`src/design/brf_pkg.sv`:
```
// Shared types and constants for the boot frame receiver.
// Holds the result record, status and kind codes, and the frame limits.
`default_nettype none

package brf_pkg;

	localparam logic [31:0] FRAME_MAGIC     = 32'h4C42_4B52;
	localparam int          SIZE_W          = 25;
	localparam logic [SIZE_W-1:0] MAX_FRAME_BYTES = 25'd16777216;
	localparam int          HDR_LAST        = 11;

	localparam logic        KIND_WRITE  = 1'b0;
	localparam logic        KIND_STATUS = 1'b1;

	localparam logic [1:0]  ST_OK        = 2'd0;
	localparam logic [1:0]  ST_BAD_MAGIC = 2'd1;
	localparam logic [1:0]  ST_BAD_SIZE  = 2'd2;
	localparam logic [1:0]  ST_BAD_SUM   = 2'd3;

	localparam int          QUEUE_DEPTH = 8;
	localparam int          QPTR_W      = $clog2(QUEUE_DEPTH);
	localparam int          QCNT_W      = QPTR_W + 1;
	localparam int          QUEUE_HIGH  = 4;

	typedef struct packed {
		logic        kind;
		logic [23:0] offset;
		logic [7:0]  data_byte;
		logic [1:0]  status;
		logic [31:0] frame_size;
		logic [31:0] computed_sum;
		logic [31:0] expected_sum;
		logic        last;
	} result_t;

endpackage

`default_nettype wire

```
`src/design/boot_frame_receiver.sv`:
```
// Boot frame receiver: header assembly, magic and size checks, payload writes, checksum status.
// Depends on brf_pkg for the result record, codes and frame limits.
// An accepted byte is registered in byte_s1 and processed from that register into the result queue;
// its results are offered from the queue head once they are queued.
// Throughput: one byte per cycle while in_stall is low; the eight-entry result queue raises in_stall at four entries.
// Reset clears the header parser, queue pointers and sets max_size to 16777216.
`default_nettype none

module boot_frame_receiver (
	input  wire                           clk,
	input  wire                           arst_n,
	input  wire                           max_size_we,
	input  wire  [brf_pkg::SIZE_W-1:0]    max_size_wdata,
	input  wire                           in_valid,
	output logic                          in_stall,
	input  wire  [7:0]                    rx_byte,
	output logic                          out_valid,
	input  wire                           out_stall,
	output logic                          kind,
	output logic [23:0]                   offset,
	output logic [7:0]                    data_byte,
	output logic [1:0]                    status,
	output logic [31:0]                   frame_size,
	output logic [31:0]                   computed_sum,
	output logic [31:0]                   expected_sum,
	output logic                          last
);
	import brf_pkg::*;

	logic [SIZE_W-1:0] max_size_q;
	logic              valid_s1;
	logic [7:0]        byte_s1;
	logic              in_payload_q;
	logic [3:0]        hdr_count_q;
	logic [31:0]       magic_q;
	logic [31:0]       size_q;
	logic [31:0]       exp_q;
	logic [SIZE_W-1:0] idx_q;
	logic [31:0]       sum_q;

	result_t           queue_q [QUEUE_DEPTH];
	logic [QPTR_W-1:0] wr_ptr_q;
	logic [QPTR_W-1:0] rd_ptr_q;
	logic [QCNT_W-1:0] count_q;

	logic              in_acc;
	logic              pop;
	logic [1:0]        push_cnt;
	result_t           res0;
	result_t           res1;

	logic              in_payload_n;
	logic [3:0]        hdr_count_n;
	logic [31:0]       magic_n;
	logic [31:0]       size_n;
	logic [31:0]       exp_n;
	logic [SIZE_W-1:0] idx_n;
	logic [31:0]       sum_n;

	assign in_acc   = in_valid && !in_stall;
	assign in_stall = count_q >= QCNT_W'(QUEUE_HIGH);
	assign out_valid = count_q != '0;
	assign pop      = out_valid && !out_stall;

	always_comb begin
		logic [31:0]       merged;
		logic [31:0]       sel_word;
		logic [4:0]        sh;
		logic [SIZE_W-1:0] limit;
		logic              done;

		in_payload_n = in_payload_q;
		hdr_count_n  = hdr_count_q;
		magic_n      = magic_q;
		size_n       = size_q;
		exp_n        = exp_q;
		idx_n        = idx_q;
		sum_n        = sum_q;
		push_cnt     = 2'd0;
		res0         = '0;
		res1         = '0;
		merged       = '0;
		sel_word     = '0;
		sh           = {hdr_count_q[1:0], 3'b000};
		limit        = (max_size_q < MAX_FRAME_BYTES) ? max_size_q : MAX_FRAME_BYTES;
		done         = 1'b0;

		if (valid_s1) begin
			if (!in_payload_q) begin
				case (hdr_count_q[3:2])
					2'd0:    sel_word = magic_q;
					2'd1:    sel_word = size_q;
					default: sel_word = exp_q;
				endcase
				if (hdr_count_q[1:0] == 2'd0) begin
					merged = {24'd0, byte_s1};
				end else begin
					merged = sel_word | ({24'd0, byte_s1} << sh);
				end
				case (hdr_count_q[3:2])
					2'd0:    magic_n = merged;
					2'd1:    size_n  = merged;
					default: exp_n   = merged;
				endcase
				if (hdr_count_q < 4'(HDR_LAST)) begin
					hdr_count_n = hdr_count_q + 4'd1;
				end else begin
					hdr_count_n           = 4'd0;
					res0.kind             = KIND_STATUS;
					res0.frame_size       = size_n;
					res0.expected_sum     = exp_n;
					res0.last             = 1'b1;
					if (magic_n != FRAME_MAGIC) begin
						res0.status = ST_BAD_MAGIC;
						push_cnt    = 2'd1;
					end else if (size_n == 32'd0 || size_n > {7'd0, limit}) begin
						res0.status = ST_BAD_SIZE;
						push_cnt    = 2'd1;
					end else begin
						in_payload_n = 1'b1;
						idx_n        = '0;
						sum_n        = '0;
					end
				end
			end else begin
				sum_n          = sum_q + {24'd0, byte_s1};
				idx_n          = idx_q + SIZE_W'(1);
				done           = {7'd0, idx_n} >= size_q;
				res0.kind      = KIND_WRITE;
				res0.offset    = idx_q[23:0];
				res0.data_byte = byte_s1;
				res0.last      = !done;
				push_cnt       = 2'd1;
				if (done) begin
					in_payload_n      = 1'b0;
					hdr_count_n       = 4'd0;
					res1.kind         = KIND_STATUS;
					res1.status       = (sum_n == exp_q) ? ST_OK : ST_BAD_SUM;
					res1.frame_size   = size_q;
					res1.computed_sum = sum_n;
					res1.expected_sum = exp_q;
					res1.last         = 1'b1;
					push_cnt          = 2'd2;
				end
			end
		end
	end

	always_ff @(posedge clk or negedge arst_n) begin
		if (!arst_n) begin
			max_size_q   <= MAX_FRAME_BYTES;
			valid_s1     <= 1'b0;
			in_payload_q <= 1'b0;
			hdr_count_q  <= '0;
			magic_q      <= '0;
			size_q       <= '0;
			exp_q        <= '0;
			idx_q        <= '0;
			sum_q        <= '0;
			wr_ptr_q     <= '0;
			rd_ptr_q     <= '0;
			count_q      <= '0;
		end else begin
			if (max_size_we) begin
				max_size_q <= max_size_wdata;
			end
			valid_s1     <= in_acc;
			in_payload_q <= in_payload_n;
			hdr_count_q  <= hdr_count_n;
			magic_q      <= magic_n;
			size_q       <= size_n;
			exp_q        <= exp_n;
			idx_q        <= idx_n;
			sum_q        <= sum_n;
			wr_ptr_q     <= wr_ptr_q + QPTR_W'(push_cnt);
			if (pop) begin
				rd_ptr_q <= rd_ptr_q + QPTR_W'(1);
			end
			count_q <= count_q + QCNT_W'(push_cnt) - QCNT_W'(pop);
		end
	end

	always_ff @(posedge clk) begin
		if (in_acc) begin
			byte_s1 <= rx_byte;
		end
		if (push_cnt != 2'd0) begin
			queue_q[wr_ptr_q] <= res0;
		end
		if (push_cnt == 2'd2) begin
			queue_q[wr_ptr_q + QPTR_W'(1)] <= res1;
		end
	end

	always_comb begin
		result_t head;
		head         = queue_q[rd_ptr_q];
		kind         = head.kind;
		offset       = head.offset;
		data_byte    = head.data_byte;
		status       = head.status;
		frame_size   = head.frame_size;
		computed_sum = head.computed_sum;
		expected_sum = head.expected_sum;
		last         = head.last;
	end

	a_queue_no_overflow: assert property (@(posedge clk) disable iff (!arst_n)
		(count_q + QCNT_W'(push_cnt)) <= QCNT_W'(QUEUE_DEPTH))
		else $error("Result queue overflow.");

	a_hdr_count_range: assert property (@(posedge clk) disable iff (!arst_n)
		hdr_count_q <= 4'(HDR_LAST))
		else $error("Header byte count out of range.");

	a_payload_bounds: assert property (@(posedge clk) disable iff (!arst_n)
		in_payload_q |-> (size_q != 32'd0 && {7'd0, idx_q} < size_q))
		else $error("Payload index beyond declared size.");

	a_payload_entry: assert property (@(posedge clk) disable iff (!arst_n)
		(valid_s1 && !in_payload_q && in_payload_n) |=> (idx_q == '0 && sum_q == '0))
		else $error("Payload phase entered without clearing index and sum.");

	a_write_fields: assert property (@(posedge clk) disable iff (!arst_n)
		(out_valid && kind == KIND_WRITE) |-> (status == ST_OK && frame_size == 32'd0))
		else $error("Write request carries status fields.");

endmodule

`default_nettype wire
```
`config.mk`:
```
export PLATFORM = sky130hd
export DESIGN_NAME = boot_frame_receiver
export DESIGN_NICKNAME = d
export VERILOG_FILES = /design/src/design/brf_pkg.sv /design/src/design/boot_frame_receiver.sv
export SDC_FILE = /design/constraint.sdc
export NUM_CORES = 2
export LEC_CHECK = 0
export BUFFER_PORTS_ARGS = -buffer_cell sky130_fd_sc_hd__buf_2
export CAP_MARGIN = 40
export CORE_MARGIN = 8
export CORE_UTILIZATION = 40
export CTS_BUF_LIST = sky130_fd_sc_hd__clkbuf_8
export CTS_CLUSTER_DIAMETER = 150
export DETAILED_ROUTE_END_ITERATION = 8
export PLACE_DENSITY = 0.52
export SETUP_SLACK_MARGIN = 0.05
export SYNTH_ARGS = -nofsm -noshare
export SYNTH_HDL_FRONTEND = slang
export SYNTH_SLANG_ARGS = --single-unit
```
`constraint.sdc`:
```
create_clock -name clk -period 14.6 [get_ports clk]
set_input_delay 0.73 -clock clk [delete_from_list [all_inputs] [get_ports clk]]
set_output_delay 0.73 -clock clk [all_outputs]
set_load 0.02 [all_outputs]
```
# Word-level counts from Yosys, hierarchy flattened
# Memory sizes are Yosys's and may differ from the RTL's.
# Cells that the tools add are included.
# classes
n_div	0
mux	57
shifts	1
n_bitwise	2
n_reduce_logical	15
eq_ne	8
n_mul	0
addsub	8
magnitude_cmp	5
# ops
cell	n
$mux W32	16
$mux W99	3
$mux W25	5
$mux W34	2
$mux W67	1
$mux W33	2
$pmux W32 S2	1
$add A32 B8 Y32	1
$eq A32 B32 Y1	1
$ge A25 B32 Y1	1
$gt A32 B25 Y1	1
$logic_not A32 Y1	1
$ne A32 B31 Y1 const B	1
$or A32 B32 Y32	1
$shl A8 B5 Y32	1
$add A25 B1 Y25 const B	1
$lt A25 B25 Y1 const B	1
$mux W1	18
$mux W2	6
$mux W4	3
$add A3 B1 Y3 const B	2
$ne A2 B2 Y1 const B	3
$add A4 B1 Y4 const B	1
$add A4 B2 Y4	1
other kinds (17)	22
# totals
latch_bits	0
regBits	202
ramBits	1056
wordCells	110
n_memories	1
mem_bits_ro	0
in_bits	38
# memory_table
name	words	word_bits	read_ports	rd_ports_with_merged_regs	wr	line	rtl
queue_q	8	132	1	0	2	boot_frame_receiver.sv:41	result_t queue_q [QUEUE_DEPTH];

# Logic depth before layout (Yosys ltp)
# depth
ltp_word	19
mapped_depth	28
mapped_depth_nobuf	23

# Worst setup path before layout
# OpenSTA, ideal clock, no wires.
# synth_path
path_type	register -> register
startpoint	register hdr_count_q[1]
endpoint	memory queue_q[0][0] in the netlist's numbering, enable pin
arrival_ns	11.010
setup_slack_ns	2.893
stages_incl_launch_ff	24
setup_time_ns	0.697
required_ns	13.903
path_cell_list	dfrtp_1 -> buf_2 -> clkbuf_1 -> inv_1 -> ha_1 -> clkbuf_1 -> nand3b_1 -> clkbuf_1 -> clkbuf_1 -> clkbuf_1 -> a22oi_1 -> inv_1 -> ha_1 -> nand4_1 -> nor3_1 -> nand4_1 -> o21ai_0 -> a22oi_1 -> a21o_1 -> or2_1 -> buf_2 -> buf_6 -> a21oi_2 -> o21ai_0
# synth_lines
item	line	rtl
start, declared	boot_frame_receiver.sv:34	logic [3:0] hdr_count_q;
start signal, assigned	boot_frame_receiver.sv:169	hdr_count_q <= hdr_count_n;
end, declared	boot_frame_receiver.sv:41	

==> flow_metrics.env <==
export IMPL_status="complete, no violations"
export IMPL_critPathSlowestCell="a21oi_2"
export IMPL_cp_required_ns=15.27
export IMPL_skew_ns=0.0570
export IMPL_root_buffer="clkbuf_8"
export IMPL_max_cap_violations=0
export IMPL_antenna_found_initial=5
export IMPL_synth_ff_type="edfxtp_1"
export IMPL_grt_pass1_wl_um=339000
export IMPL_grt_start_max_net_pins=222
export IMPL_dpl_hpwl_um=135000
export IMPL_synth_top_area_share=0.380
export IMPL_syn2layout_area_growth_pct=12.1
export IMPL_r2r_end="queue_q[0][23]$_DFFE_PP_"
export IMPL_holdCritPathClass="primary input to flip-flop"
export IMPL_hold_path_cell_count=4
export IMPL_cp_num_buf_inv=7
export IMPL_timing_rr_start="hdr_count_q[1]$_DFFE_PN0P_"
export IMPL_total_power_mw=11.1
export IMPL_reg2regPathDepth=20
export IMPL_routedWlPerCell_um=29.1
export IMPL_setup_tns_final_ns=0
export IMPL_route_detailed_drc=0
export IMPL_critPathArrivalTime_ns=7.60
export IMPL_crit_fanout=29
export IMPL_drtIter0Drc=6280
export IMPL_dieArea_um2=173000
export IMPL_nets=5813
export IMPL_vdd_drop_max_uv=107
export IMPL_dr_pass1_iters=6
export IMPL_async_reset_ff_frac=0.154
export IMPL_die_w_um=415
export IMPL_start_util=0.403
export IMPL_fmax_ghz=0.144
export IMPL_grt_pass1_vias=49500
export IMPL_ys_seq_area_frac=0.537
export IMPL_cts_made_buffers=215
export IMPL_rsz0062_at_grt="no"
export IMPL_synth_area_leaders="edfxtp_1 38%, mux4_2 9.3%, dfxtp_1 8.0%, dfrtp_1 7.6%, o22ai_1 4.3%"
export IMPL_cts_hold_buf=34
export IMPL_num_vias=50200
export IMPL_cts_resized_gates=0
export IMPL_cts_reportedPaths_clkPinSlew_ns=0.07
export IMPL_wl_um=232000
export IMPL_synthTopCellsByCount="808 x edfxtp_1, 626 x nand2_1, 608 x nor2_1"
export IMPL_place_ws_ns=7.76
export IMPL_endpoint_kind="flip-flop"
export IMPL_core_um2=158000
export IMPL_start_kind="flip-flop"
export IMPL_portBuffers=171
export IMPL_syn_nets=5797
export IMPL_mappedNetlistArea_um2=63800
export IMPL_setup_viol=0
export IMPL_max_slew_margin_rel=0.120
export IMPL_final_min_clock_period_ns=6.94
export IMPL_drive_gt1_frac=0.192
export IMPL_hold_start="out_stall"
export IMPL_cts_sinks=1258
export IMPL_path_class="flip-flop to flip-flop"
export IMPL_io_pins=172
export IMPL_final_util=0.452
export IMPL_vias_per_cell=6.32
export IMPL_cts_tree="yes"
export IMPL_nFillCells=14600
export IMPL_cp_cell_sequence="inv_1, ha_1, inv_2, nor2_1, or2_2, inv_1, ha_1, a21oi_1, nor2b_1, o21ai_0, o2111a_1, o2111ai_1, a21o_1, or2_1, a21oi_2, o21ai_4, buf_4, buf_12, buf_4, buf_12"
export IMPL_insertion_delay_ns=0.98
export IMPL_worstMarginPinSlew_ns=1.32
export IMPL_gp_congestion=0.955
export IMPL_syn_inst=5686
export IMPL_synth_area_leader_cell="edfxtp_1"
export IMPL_power_leakage_nw=23.3
export IMPL_synth_most_common_cell="edfxtp_1"
export IMPL_clk_path_buf_depth=3
export IMPL_power_density_nw_per_um2=155
export IMPL_ys_warn_count=0
export IMPL_fin_crit_sh=0.475
export IMPL_cts_setup_buffers=0
export IMPL_max_stage_delay_ns=0.67
export IMPL_yosys_cell_types_count=92
export IMPL_ff2ff_setup_slack_ns=7.66
export IMPL_overflow=0
export IMPL_num_rows=146
export IMPL_ant_nets=0
export IMPL_chipHeight_um=415
export IMPL_avgSynthCellArea_um2=11.2
export IMPL_synth_edf_count=808
export IMPL_gr_usage_all_layers=0.258
export IMPL_slew_violations=0
export IMPL_holdPathEnd="rd_ptr_q[2]$_DFFE_PN0P_"
export IMPL_fin_ws_ns=7.66
export IMPL_finalHoldViolations=0
export IMPL_synth_seq_cells=1258
export IMPL_htree_levels=4
export IMPL_critPathTopFamily="compound AO/OA/AOI/OAI gates"
==> cell families after synthesis <==
group | count (synthesis) | share of synthesized area
AND/OR/NAND/NOR | 1747 | 0.119
AO/OA/AOI/OAI | 1406 | 0.147
flip-flops | 1258 | 0.537
buffers and inverters | 664 | 0.0437
multiplexers | 469 | 0.129
adder cells (fa/ha/maj) | 73 | 0.0147
XOR/XNOR | 69 | 0.0106
==> flip-flops by register name, summed over array words and instances, names as in the netlist, 3 cells and up <==
signal	flops
queue_q	1056
exp_q	32
magic_q	32
size_q	32
sum_q	32
idx_q	25
max_size_q	25
byte_s1	8
count_q	4
hdr_count_q	4
rd_ptr_q	3
wr_ptr_q	3
==> layout by cell type (no fill, tap or decap), drive strengths merged, types with 202 or more instances in the layout <==
cell    count
dfxtp     256
a31oi     238
mux4      264
nand2     626
clkbuf    238
nand3     271
nor2      611
o211ai    237
inv       202
edfxtp    808
o22ai     435
buf       341
==> per-layer routing <==
layer  up-vias  track usage  routed length, um
met5         -            0                  0
met4         0        0.112              10800
met3       559       0.0456              19600
met2      2658        0.415             108000
met1     25200        0.343              93700
li1      21800            -                  -
==> report_power, final <==
group / total, mW / internal (mW) / switching (mW) / leakage (nW)
clock: 3.07 / 1.54 / 1.52 / 2.45
combinational: 3.74 / 1.38 / 2.36 / 9.60
sequential: 4.30 / 3.90 / 0.398 / 11.3
total: 11.1 / 6.83 / 4.28 / 23.3
==> cell type report <==
type	count	area [um^2]	area share
Sequential cell	1258	34300	0.479
Clock inverter	153	744	0.0104
Clock buffer	238	3280	0.0458
Timing Repair Buffer	375	3180	0.0445
Inverter	88	338	0.00472
Tap cell	2072	2590	0.0362
Antenna cell	6	15.0	0.000210
Multi-Input combinational cell	3764	27100	0.379
==> per-stage QoR <==
step / hold WS [ns] / instances / area [um^2]
after global placement: 0.440 / 7467 / 66100
final: 0.127 / 7954 / 71500
after detailed placement: 0.441 / 7521 / 67100
after floorplan: 0.427 / 5686 / 63800
after global routing: 0.109 / 7951 / 71500
after CTS: 0.0386 / 7946 / 71500
==> worst reg2reg max path, delay by kind of cell (launching register included) <==
family,cells,cell delay [ns]
DFF,1,0.59
AOI/OAI and AO/OA,7,1.86
buffers and inverters,7,1.88
adders and majority gates,2,0.93
and+or+nand+nor,4,1.35
==> worst max path at each step <==
stage / startpoint / cells past startpoint / to / slack [ns]
finish: hdr_count_q[1]$_DFFE_PN0P_ / 20 / queue_q[0][23]$_DFFE_PP_ / 7.66
global route: idx_q[0]$_DFFE_PN0P_ / 21 / queue_q[4][5]$_DFFE_PP_ / 7.37
CTS: hdr_count_q[1]$_DFFE_PN0P_ / 19 / queue_q[0][21]$_DFFE_PP_ / 7.73
detailed placement: idx_q[0]$_DFFE_PN0P_ / 22 / queue_q[4][57]$_DFFE_PP_ / 7.76
global placement: idx_q[0]$_DFFE_PN0P_ / 21 / queue_q[1][73]$_DFFE_PP_ / 7.07
floorplan: hdr_count_q[1]$_DFFE_PN0P_ / 23 / queue_q[0][0]$_DFFE_PP_ / 2.89
Power figures use the tool's default switching activity.
